$ cat config.mk
export PLATFORM = sky130hd
export DESIGN_NAME = x86mov_queue
export DESIGN_NICKNAME = d
export VERILOG_FILES = /design/src/rtl/x86mov_pkg.sv /design/src/rtl/x86mov_queue.sv
export SDC_FILE = /design/constraint.sdc
export NUM_CORES = 1
export LEC_CHECK = 0
export ABC_AREA = 0
export BUFFER_PORTS_ARGS = -buffer_cell sky130_fd_sc_hd__clkbuf_2
export CORE_MARGIN = 5
export CORE_UTILIZATION = 56
export CTS_CLUSTER_DIAMETER = 30
export DETAILED_ROUTE_END_ITERATION = 10
export GPL_TIMING_DRIVEN = 0
export PLACE_DENSITY_LB_ADDON = 0.3
export SLEW_MARGIN = 0
export SYNTH_ARGS = -nofsm -noshare
export SYNTH_HDL_FRONTEND = slang
export SYNTH_SLANG_ARGS = --single-unit
$ cat constraint.sdc
create_clock -name clk -period 7.21 [get_ports clk]
set_clock_uncertainty 0.05 [all_clocks]
set_input_delay 0.721 -clock clk [delete_from_list [all_inputs] [get_ports clk]]
set_output_delay 0.721 -clock clk [all_outputs]
set_load 0.05 [all_outputs]
$ cat src/rtl/x86mov_pkg.sv
// ----------------------------------------------------------------------------
// x86mov_pkg
// Shared types and constants for the x86-64 MOV byte encoder.
// ----------------------------------------------------------------------------
package x86mov_pkg;

	// field widths
	localparam int CMD_W  = 3;
	localparam int REG_W  = 3;
	localparam int DISP_W = 8;
	localparam int IMM_W  = 32;
	localparam int BYTE_W = 8;

	// longest encoding in bytes, and the index width over it
	localparam int MAX_BYTES = 7;
	localparam int IDX_W     = $clog2(MAX_BYTES);

	// front-to-back queue
	localparam int QDEPTH = 2;
	localparam int QPTR_W = (QDEPTH > 1) ? $clog2(QDEPTH) : 1;
	localparam int QCNT_W = $clog2(QDEPTH + 1);

	// request forms
	typedef enum logic [CMD_W-1:0] {
		CMD_R32_IMM = 3'd0,
		CMD_R64_R64 = 3'd1,
		CMD_MEM_IMM = 3'd2,
		CMD_MEM_R32 = 3'd3,
		CMD_R32_MEM = 3'd4,
		CMD_R64_MEM = 3'd5
	} cmd_e_t;

	// opcode and prefix bytes
	localparam logic [BYTE_W-1:0] OP_MOV_RI   = 8'hB8;
	localparam logic [BYTE_W-1:0] PFX_REX_W   = 8'h48;
	localparam logic [BYTE_W-1:0] OP_MOV_RM_R = 8'h89;
	localparam logic [BYTE_W-1:0] OP_MOV_M_I  = 8'hC7;
	localparam logic [BYTE_W-1:0] OP_MOV_R_RM = 8'h8B;

	// ModRM mod fields
	localparam logic [1:0] MOD_DISP8 = 2'b01;
	localparam logic [1:0] MOD_REG   = 2'b11;

	// register number that needs a SIB byte as a base
	localparam logic [REG_W-1:0] REG_RSP = 3'd4;

	// one decoded instruction: bytes in emit order, index of the final byte, RSP-base error flag
	typedef struct packed {
		logic [MAX_BYTES-1:0][BYTE_W-1:0] bytes;
		logic [IDX_W-1:0]                 last_idx;
		logic                             base_err;
	} enc_t;

	// queue status toward front and back
	typedef struct packed {
		logic full;
		logic empty;
	} q_stat_t;

endpackage

$ cat src/rtl/x86mov_queue.sv
// ----------------------------------------------------------------------------
// x86mov_queue
// Short FIFO of decoded instructions between the front and the back.
// ----------------------------------------------------------------------------
module x86mov_queue
	import x86mov_pkg::*;
(
	input  logic    clk,
	input  logic    arst_n,
	input  logic    push,
	input  enc_t    push_data,
	input  logic    pop,
	output enc_t    head,
	output q_stat_t q_stat
);

	enc_t              slot_q [QDEPTH];
	logic [QPTR_W-1:0] wr_ptr_q;
	logic [QPTR_W-1:0] rd_ptr_q;
	logic [QCNT_W-1:0] count_q;

	assign q_stat.full  = (count_q == QCNT_W'(QDEPTH));
	assign q_stat.empty = (count_q == '0);
	assign head         = slot_q[rd_ptr_q];

	// pointers and fill count
	always_ff @(posedge clk or negedge arst_n) begin
		if (!arst_n) begin
			wr_ptr_q <= '0;
			rd_ptr_q <= '0;
			count_q  <= '0;
		end else begin
			if (push) begin
				wr_ptr_q <= (wr_ptr_q == QPTR_W'(QDEPTH - 1)) ? '0 : wr_ptr_q + 1'b1;
			end
			if (pop) begin
				rd_ptr_q <= (rd_ptr_q == QPTR_W'(QDEPTH - 1)) ? '0 : rd_ptr_q + 1'b1;
			end
			count_q <= count_q + QCNT_W'(push) - QCNT_W'(pop);
		end
	end

	// storage
	always_ff @(posedge clk) begin
		if (push) begin
			slot_q[wr_ptr_q] <= push_data;
		end
	end

	a_no_overflow: assert property (@(posedge clk) disable iff (!arst_n)
		q_stat.full |-> !push)
		else $error("queue push while full");
	a_no_underflow: assert property (@(posedge clk) disable iff (!arst_n)
		q_stat.empty |-> !pop)
		else $error("queue pop while empty");
	a_count_bound: assert property (@(posedge clk) disable iff (!arst_n)
		count_q <= QCNT_W'(QDEPTH))
		else $error("queue count beyond depth");

endmodule

==> impl_results.html, run 1 <==
<table>
<tr><th>Metric</th><th>Value</th></tr>
<tr><th colspan="2">Final layout</th></tr>
<tr><td>Net count, final</td><td>415</td></tr>
<tr><td>Count of placed standard cells in the final layout, fillers left out</td><td>467</td></tr>
<tr><td>Synth-to-Final Area Change</td><td>29.4%</td></tr>
<tr><td>Antenna cells</td><td>0</td></tr>
<tr><td>Share of post-route cells with drive strength above 1</td><td>0.619</td></tr>
<tr><th colspan="2">GRT</th></tr>
<tr><td>Pin count of the biggest net entering global routing</td><td>61</td></tr>
<tr><td>Number of antenna violations at the first check in global routing</td><td>0</td></tr>
<tr><td>Tot GR Track Use</td><td>0.164</td></tr>
<tr><td>Total congestion overflow</td><td>0</td></tr>
<tr><td>Wire length of the first global-routing pass</td><td>approximately 12000 um</td></tr>
<tr><td>Vias in the first global route</td><td>about 2.4k</td></tr>
<tr><th colspan="2">Worst setup path</th></tr>
<tr><td>Crit path DAT</td><td>about 1700 ps</td></tr>
<tr><td>Beginning of the worst register-to-register path</td><td>wr_ptr_q</td></tr>
<tr><td>Setup slack, reg-to-reg</td><td>5560 ps</td></tr>
<tr><td>Capture instance of the worst register-to-register path</td><td>slot_q[0][12]</td></tr>
<tr><td>CP Launch Type</td><td>register</td></tr>
<tr><td>Category of the worst setup path capture point</td><td>primary output</td></tr>
<tr><td>WS Path Type</td><td>reg2out</td></tr>
<tr><td>Worst reg2reg path depth</td><td>3</td></tr>
<tr><td>Cells traversed along the worst timing path</td><td>buf_6 &gt; buf_12 &gt; mux2_4 &gt; clkbuf_2</td></tr>
<tr><td>Largest incremental delay on the critical path</td><td>~330 ps</td></tr>
<tr><td>Worst-path fanout max</td><td>10</td></tr>
<tr><td>Cell with the biggest individual delay on the critical path</td><td>dfrtp_1</td></tr>
<tr><td>Endpoint required time on the critical path</td><td>between 6000 and 7000 ps</td></tr>
<tr><th colspan="2">Clock tree</th></tr>
<tr><td>Number of buffers added by the clock tree synthesis step</td><td>17</td></tr>
<tr><td>Number of gates resized after cts</td><td>0</td></tr>
<tr><td>Buffer cell driving the clock tree root</td><td>clkbuf_8</td></tr>
<tr><td>Clock tree from TritonCTS</td><td>built</td></tr>
<tr><td>Clock-pin slew on the worst setup and hold paths</td><td>~60 ps</td></tr>
<tr><td>Clock Latency Late Sink</td><td>roughly 500 ps</td></tr>
<tr><td>Number of buffers inserted to repair setup after CTS</td><td>0</td></tr>
<tr><td># H-tree levels</td><td>4</td></tr>
<tr><td>Sinks on the clock net</td><td>about 120</td></tr>
<tr><td>Buffer depth of the longest clock path</td><td>2</td></tr>
<tr><th colspan="2">STA</th></tr>
<tr><td>Total of endpoints with negative setup slack in the final report</td><td>0</td></tr>
<tr><td>Hold WS</td><td>approximately 360 ps</td></tr>
<tr><td>Time the final worst path needs with I/O delays and setup</td><td>approximately 2500 ps</td></tr>
<tr><td>Setup TNS</td><td>0 ps</td></tr>
<tr><td>Worst-Margin Slew</td><td>between 800 and 900 ps</td></tr>
<tr><td>RSZ-0062 raised after global routing</td><td>no</td></tr>
<tr><td>Final count of hold timing violations</td><td>0</td></tr>
<tr><td>Final Slew Violations</td><td>0</td></tr>
<tr><td>Max-Slew Margin vs Limit</td><td>0.454</td></tr>
<tr><td>Peak Freq</td><td>between 0.3 and 0.4 GHz</td></tr>
<tr><td>Share of the cycle needed by the critical path after routing</td><td>0.348</td></tr>
<tr><th colspan="2">Floorplan</th></tr>
<tr><td>CORE AREA</td><td>approximately 8300 um^2</td></tr>
<tr><td>Total I/O pin count</td><td>around 130</td></tr>
<tr><td>DIE AREA</td><td>10600 um^2</td></tr>
<tr><td>Die span in x</td><td>approximately 100 um</td></tr>
<tr><td>Height of the die</td><td>around 100 um</td></tr>
<tr><td>Cell Rows</td><td>33</td></tr>
<tr><td>Starting Density</td><td>0.582</td></tr>
<tr><th colspan="2">Synth</th></tr>
<tr><td>Net count after synthesis</td><td>268</td></tr>
<tr><td>Post-synthesis instance area</td><td>between 4000 and 5000 um^2</td></tr>
<tr><td>Cell type with the highest aggregate area in the netlist</td><td>edfxtp_1</td></tr>
<tr><td>Top cells by instance count after synthesis</td><td>edfxtp_1 (120), mux2_4 (59), buf_12 (6)</td></tr>
<tr><td>Register area share after synthesis</td><td>0.767</td></tr>
<tr><td>Post-synthesis cell count</td><td>between 200 and 250</td></tr>
<tr><td>Count of flip-flops with a built-in enable after synthesis</td><td>120</td></tr>
<tr><td>Share of async-settable or async-resettable flops after synthesis</td><td>0.0323</td></tr>
<tr><td>Flip-flop and latch count after synthesis</td><td>approximately 120</td></tr>
<tr><td>Per-instance average area after synthesis</td><td>roughly 24 um^2</td></tr>
<tr><td>Synth warnings</td><td>0</td></tr>
<tr><td>Area share of the largest cell type after synthesis</td><td>0.746</td></tr>
<tr><td>Main synth FF type</td><td>edfxtp_1</td></tr>
<tr><td>Cell types occupying the most area after synthesis</td><td>edfxtp_1 (75%), mux2_4 (18%), buf_12 (2.5%)</td></tr>
<tr><td>Number of distinct library cell variants in the gate-level netlist after synthesis</td><td>13</td></tr>
<tr><td>Most repeated cell in the gate-level netlist after synthesis</td><td>edfxtp_1</td></tr>
<tr><th colspan="2">Job</th></tr>
<tr><td>Max cap viols</td><td>0</td></tr>
<tr><th colspan="2">Route</th></tr>
<tr><td>Final routed wirelength across all metal layers</td><td>about 8200 um</td></tr>
<tr><td>Detail-routed net length per standard cell</td><td>~18 um</td></tr>
<tr><td>Antenna Violating Nets Remaining</td><td>0</td></tr>
<tr><td>Via Count</td><td>about 2.3k</td></tr>
<tr><td>Remaining design rule violation count</td><td>0</td></tr>
<tr><td>Iteration-0 DRC count of the detailed router</td><td>between 70 and 80</td></tr>
<tr><td>Detail-routed via count per cell</td><td>around 4.9</td></tr>
<tr><td>Number of detailed-route iterations in the first pass</td><td>4</td></tr>
<tr><th colspan="2">Place</th></tr>
<tr><td>Detail Placement HPWL</td><td>around 5400 um</td></tr>
<tr><td>Port bufs</td><td>~130</td></tr>
<tr><td>Routability congestion estimate from global placement</td><td>0.754</td></tr>
<tr><td>Inst Count DP</td><td>between 400 and 500</td></tr>
<tr><th colspan="2">Run status</th></tr>
<tr><td>Outcome</td><td>completed</td></tr>
<tr><th colspan="2">Pwr</th></tr>
<tr><td>Leak Pwr</td><td>2.62 nW</td></tr>
<tr><td>Maximum VDD drop</td><td>0.303 mV</td></tr>
<tr><td>Power density over the cells</td><td>about 500 nW/um^2</td></tr>
<tr><th colspan="2">Min path</th></tr>
<tr><td>Hold path startpoint</td><td>push_data[21]</td></tr>
<tr><td>Sink of the worst hold path</td><td>slot_q[1][21]</td></tr>
<tr><td>Worst hold path depth</td><td>1</td></tr>
<tr><td>Worst Hold Class</td><td>in2reg</td></tr>
</table>
[stage by stage]
stage                      util  worst slack, ps  cell area [um^2]  total power [mW]
final                     0.753             4700              6250              3.12
after global routing      0.753             4620              6250              3.23
after CTS                 0.753             4660              6250              3.15
after detailed placement  0.680             5100              5640              2.30
after global placement    0.673             1780              5590              2.28
after floorplan               -             3310              4830              2.06
[registers in the layout (all words and copies together), names as in the netlist]
name      count
count_q       2
rd_ptr_q      1
slot_q      120
wr_ptr_q      1
[cell usage in the layout, fill, tap and decap left out, drive strengths merged]
master and count:
and2 1, buf 9, bufinv 4, clkbuf 145
clkinv 6, clkinvlp 2, dfrtp 4, dlygate4sd3 1
edfxtp 120, ha 2, inv 2, mux2 60
nor2 1, nor2b 2, xor2 2, xor3 1
[logic make-up (layout without fill, tap and decap cells)]
| kind of cell | Yosys count | count (layout) | share of synthesized area |
|---|---|---|---|
| xor+xnor | 3 | 3 | 0.00855 |
| fa+ha+maj | 2 | 2 | 0.00518 |
| buf+inv | 9 | 169 | 0.0288 |
| flops | 124 | 124 | 0.767 |
| mux | 60 | 60 | 0.186 |
| simple gates | 4 | 4 | 0.00466 |
[worst max-delay path: cells and delay by family, from the launching register on]
kind	cells	cell delay, ps
muxes	1	310
buffers and inverters	3	580
DFF	1	330
[metal layers]
layer / wire [um] / vias to the layer above / part of all wire / GRT usage
li1: - / 1095 / - / -
met4: 139 / 0 / 0.017 / 0.0707
met2: 4390 / 90 / 0.53 / 0.279
met1: 3070 / 1104 / 0.37 / 0.182
met3: 615 / 12 / 0.075 / 0.0670
met5: 0 / - / 0 / 0
[how the worst max path moves through the flow]
stage	from	cells after the start	endpoint
floorplan	push	1	slot_q[0][0]
global route	rd_ptr_q	4	head[16]
detailed placement	push	4	slot_q[0][29]
global placement	push	2	slot_q[0][55]
finish	rd_ptr_q	4	head[27]
CTS	rd_ptr_q	4	head[27]
[layout make-up]
type | count | area [um^2]
Multi-Input combinational cell | 69 | 996
Inverter | 2 | 7.51
Buffer | 7 | 131
Clock inverter | 12 | 171
Fill cell | 503 | 2050
Sequential cell | 124 | 3700
Timing Repair Buffer | 128 | 683
Tap cell | 105 | 131
Clock buffer | 20 | 425
[power by group]
group / total (mW) / leakage (nW) / switching, mW / internal, mW
Sequential: 0.999 / 1.17 / 0.0398 / 0.959
Clock: 0.842 / 0.286 / 0.284 / 0.558
Combinational: 1.27 / 1.16 / 0.827 / 0.446
Total: 3.12 / 2.62 / 1.15 / 1.96
[what timing repair did]
action,4_1_cts,5_1_grt
hold buffers,1,0
endpoints found under the hold margin,4,0
endpoints found under the setup margin,0,0
Power figures use the tool's default switching activity.
==> run 2: changes to the inputs <==
--- a/config.mk
+++ b/config.mk
@@ -8,7 +8,7 @@
 export ABC_AREA = 0
 export BUFFER_PORTS_ARGS = -buffer_cell sky130_fd_sc_hd__clkbuf_2
 export CORE_MARGIN = 5
-export CORE_UTILIZATION = 56
+export CORE_UTILIZATION = 52
 export CTS_CLUSTER_DIAMETER = 30
 export DETAILED_ROUTE_END_ITERATION = 10
 export GPL_TIMING_DRIVEN = 0
==> constraint.sdc (replaced) <==
create_clock -name clk -period 2.55 [get_ports clk]
set_clock_uncertainty 0.05 [all_clocks]
set_input_delay 0.255 -clock clk [delete_from_list [all_inputs] [get_ports clk]]
set_output_delay 0.255 -clock clk [all_outputs]
set_load 0.05 [all_outputs]
==> impl_results.html, run 2 (synthesis results as in run 1) <==
<table>
<tr><th>Metric</th><th>Value</th></tr>
<tr><th colspan="2">STA</th></tr>
<tr><td>Final setup slack of the worst path</td><td>508 ps (-4200 ps)</td></tr>
<tr><td>Peak Freq</td><td>0.490 GHz</td></tr>
<tr><td>Time the final worst path needs with I/O delays and setup</td><td>about 2000 ps</td></tr>
<tr><td>Max-Slew Margin vs Limit</td><td>0.405 (-0.0497)</td></tr>
<tr><td>Final count of hold timing violations</td><td>0 (unchanged)</td></tr>
<tr><td>Worst-Margin Slew</td><td>891 ps (+72.7 ps)</td></tr>
<tr><td>Total of endpoints with negative setup slack in the final report</td><td>0 (unchanged)</td></tr>
<tr><td>RSZ-0062 raised after global routing</td><td>no</td></tr>
<tr><td>Final Slew Violations</td><td>0 (unchanged)</td></tr>
<tr><td>Share of the cycle needed by the critical path after routing</td><td>0.801</td></tr>
<tr><td>Setup TNS</td><td>0 ps (unchanged)</td></tr>
<tr><td>Hold WS</td><td>57.0 ps (-298 ps)</td></tr>
<tr><th colspan="2">Final layout</th></tr>
<tr><td>Share of post-route cells with drive strength above 1</td><td>0.532 (-0.0869)</td></tr>
<tr><td>Largest registers</td><td>slot_q x120, count_q x2</td></tr>
<tr><td>Final design instance area without fill</td><td>6840 um^2 (+9.4%)</td></tr>
<tr><td>Number of flip-flops under the largest register name</td><td>120 (unchanged)</td></tr>
<tr><td>Register bank with the most flops</td><td>slot_q</td></tr>
<tr><td>Commonest cells after routing, fill and taps aside</td><td>clkbuf_2 (125), edfxtp_1 (120), dlygate4sd3_1 (63)</td></tr>
<tr><td>Count of placed standard cells in the final layout, fillers left out</td><td>534 (+14%)</td></tr>
<tr><td>Synth-to-Final Area Change</td><td>41.6%</td></tr>
<tr><td>Antenna cells</td><td>0 (unchanged)</td></tr>
<tr><td>Most common library cell in the layout ignoring fill and taps</td><td>clkbuf_2</td></tr>
<tr><td>Final Core Density</td><td>0.747 (-0.00582)</td></tr>
<tr><td>Net count, final</td><td>476 (+15%)</td></tr>
<tr><th colspan="2">Clock tree</th></tr>
<tr><td>Buffer depth of the longest clock path</td><td>2 (unchanged)</td></tr>
<tr><td>Sinks on the clock net</td><td>124 (unchanged)</td></tr>
<tr><td>Clock-pin slew on the worst setup and hold paths</td><td>60 ps (about the same)</td></tr>
<tr><td>Clock tree from TritonCTS</td><td>built</td></tr>
<tr><td># H-tree levels</td><td>4 (unchanged)</td></tr>
<tr><td>Buffer cell driving the clock tree root</td><td>clkbuf_8</td></tr>
<tr><td>Number of buffers added by the clock tree synthesis step</td><td>17 (unchanged)</td></tr>
<tr><td>Clock Latency Late Sink</td><td>490 ps (about the same)</td></tr>
<tr><th colspan="2">GRT</th></tr>
<tr><td>Total congestion overflow</td><td>0 (unchanged)</td></tr>
<tr><td>Number of antenna violations at the first check in global routing</td><td>0 (unchanged)</td></tr>
<tr><td>Pin count of the biggest net entering global routing</td><td>61 (unchanged)</td></tr>
<tr><td>Tot GR Track Use</td><td>0.162 (-0.00167)</td></tr>
<tr><td>Vias in the first global route</td><td>2837 (+18%)</td></tr>
<tr><td>Wire length of the first global-routing pass</td><td>13900 um (+13%)</td></tr>
<tr><th colspan="2">Worst setup path</th></tr>
<tr><td>WS Path Type</td><td>reg2out</td></tr>
<tr><td>Category of the worst setup path capture point</td><td>primary output</td></tr>
<tr><td>Endpoint required time on the critical path</td><td>2250 ps (-4190 ps)</td></tr>
<tr><td>Crit path DAT</td><td>1740 ps (about the same)</td></tr>
<tr><td>CP Launch Type</td><td>register</td></tr>
<tr><td>Worst-path fanout max</td><td>10 (unchanged)</td></tr>
<tr><th colspan="2">Run status</th></tr>
<tr><td>Outcome</td><td>completed</td></tr>
<tr><th colspan="2">Place</th></tr>
<tr><td>Setup slack at placement</td><td>693 ps (-4410 ps)</td></tr>
<tr><td>Port bufs</td><td>125 (unchanged)</td></tr>
<tr><td>Detail Placement HPWL</td><td>5340 um (-0.89%)</td></tr>
<tr><td>Routability congestion estimate from global placement</td><td>0.647 (-14%)</td></tr>
<tr><td>Inst Count DP</td><td>439 (+1.2%)</td></tr>
<tr><td>Dpl cell area</td><td>5620 um^2 (-0.35%)</td></tr>
<tr><th colspan="2">Floorplan</th></tr>
<tr><td>Cell Rows</td><td>35 (+6.1%)</td></tr>
<tr><td>Starting Density</td><td>0.528 (-0.0542)</td></tr>
<tr><td>Height of the die</td><td>106 um (+3.4%)</td></tr>
<tr><td>Total I/O pin count</td><td>126 (unchanged)</td></tr>
<tr><td>CORE AREA</td><td>9150 um^2 (+10%)</td></tr>
<tr><td>Die span in x</td><td>106 um (+3.4%)</td></tr>
<tr><td>DIE AREA</td><td>11300 um^2 (+6.9%)</td></tr>
<tr><th colspan="2">Route</th></tr>
<tr><td>Iteration-0 DRC count of the detailed router</td><td>90 (+18%)</td></tr>
<tr><td>Detail-routed via count per cell</td><td>4.77 (-3.1%)</td></tr>
<tr><td>Antenna Violating Nets Remaining</td><td>0 (unchanged)</td></tr>
<tr><td>Via Count</td><td>2549 (+11%)</td></tr>
<tr><td>Number of detailed-route iterations in the first pass</td><td>4 (unchanged)</td></tr>
<tr><td>Detail-routed net length per standard cell</td><td>15.9 um (-9.3%)</td></tr>
<tr><td>Remaining design rule violation count</td><td>0 (unchanged)</td></tr>
<tr><td>Final routed wirelength across all metal layers</td><td>8520 um (+3.7%)</td></tr>
<tr><th colspan="2">Pwr</th></tr>
<tr><td>Leak Pwr</td><td>2.85 nW (+8.9%)</td></tr>
<tr><td>Power density over the cells</td><td>1290 nW/um^2 (+160%)</td></tr>
<tr><td>Maximum VDD drop</td><td>0.900 mV (+200%)</td></tr>
<tr><td>Overall power of the completed layout</td><td>8.79 mW (+180%)</td></tr>
<tr><th colspan="2">Job</th></tr>
<tr><td>Max cap viols</td><td>0 (unchanged)</td></tr>
<tr><th colspan="2">Min path</th></tr>
<tr><td>Worst Hold Class</td><td>in2async</td></tr>
</table>
run 2: worst max-delay path: stages (launching register included):
cell	delay [ps]
dfrtp_1	330
buf_6	190
buf_12	170
mux2_4	310
clkbuf_2	240
run 2: area by class of cell:
cell class / instances / area (um^2)
plain buffers: 7 / 131
clock buffers: 17 / 414
clock inverters: 15 / 171
fillers: 541 / 2310
inverters: 2 / 7.51
multi-input cells: 69 / 996
flip-flops and latches: 124 / 3700
well taps: 111 / 139
repair buffers: 189 / 1280
run 2: repair_timing:
| action | 4_1_cts | 5_1_grt |
|---|---|---|
| buffers inserted | 0 | 0 |
| gates resized for setup | 0 | 0 |
| hold buffers | 63 | 0 |
| endpoints found under the hold margin | 127 | 0 |
run 2: routing by layer:
metal / global-route usage / vias to the layer above / share of wire
li1: - / 1222 / -
met4: 0.0638 / 0 / 0.011
met5: 0 / - / 0
met3: 0.0492 / 6 / 0.055
met1: 0.183 / 1244 / 0.39
met2: 0.286 / 77 / 0.55
run 2: worst paths after layout:
path,start,endpoint,slack [ps],depth (start not counted)
max,rd_ptr_q,head[48],510,4
min,arst_n,count_q[0],60,2
max reg2reg,wr_ptr_q,slot_q[0][10],730,2
min reg2reg,wr_ptr_q,wr_ptr_q,510,1
max in group asynchronous,arst_n,wr_ptr_q,2270,2
min in group clk,push_data[6],slot_q[1][6],440,2
run 2: power by group:
part           switching (mW)  total (mW)  internal (mW)
combinational            2.35        3.65           1.30
sequential              0.114        2.83           2.71
clock                   0.836        2.32           1.48
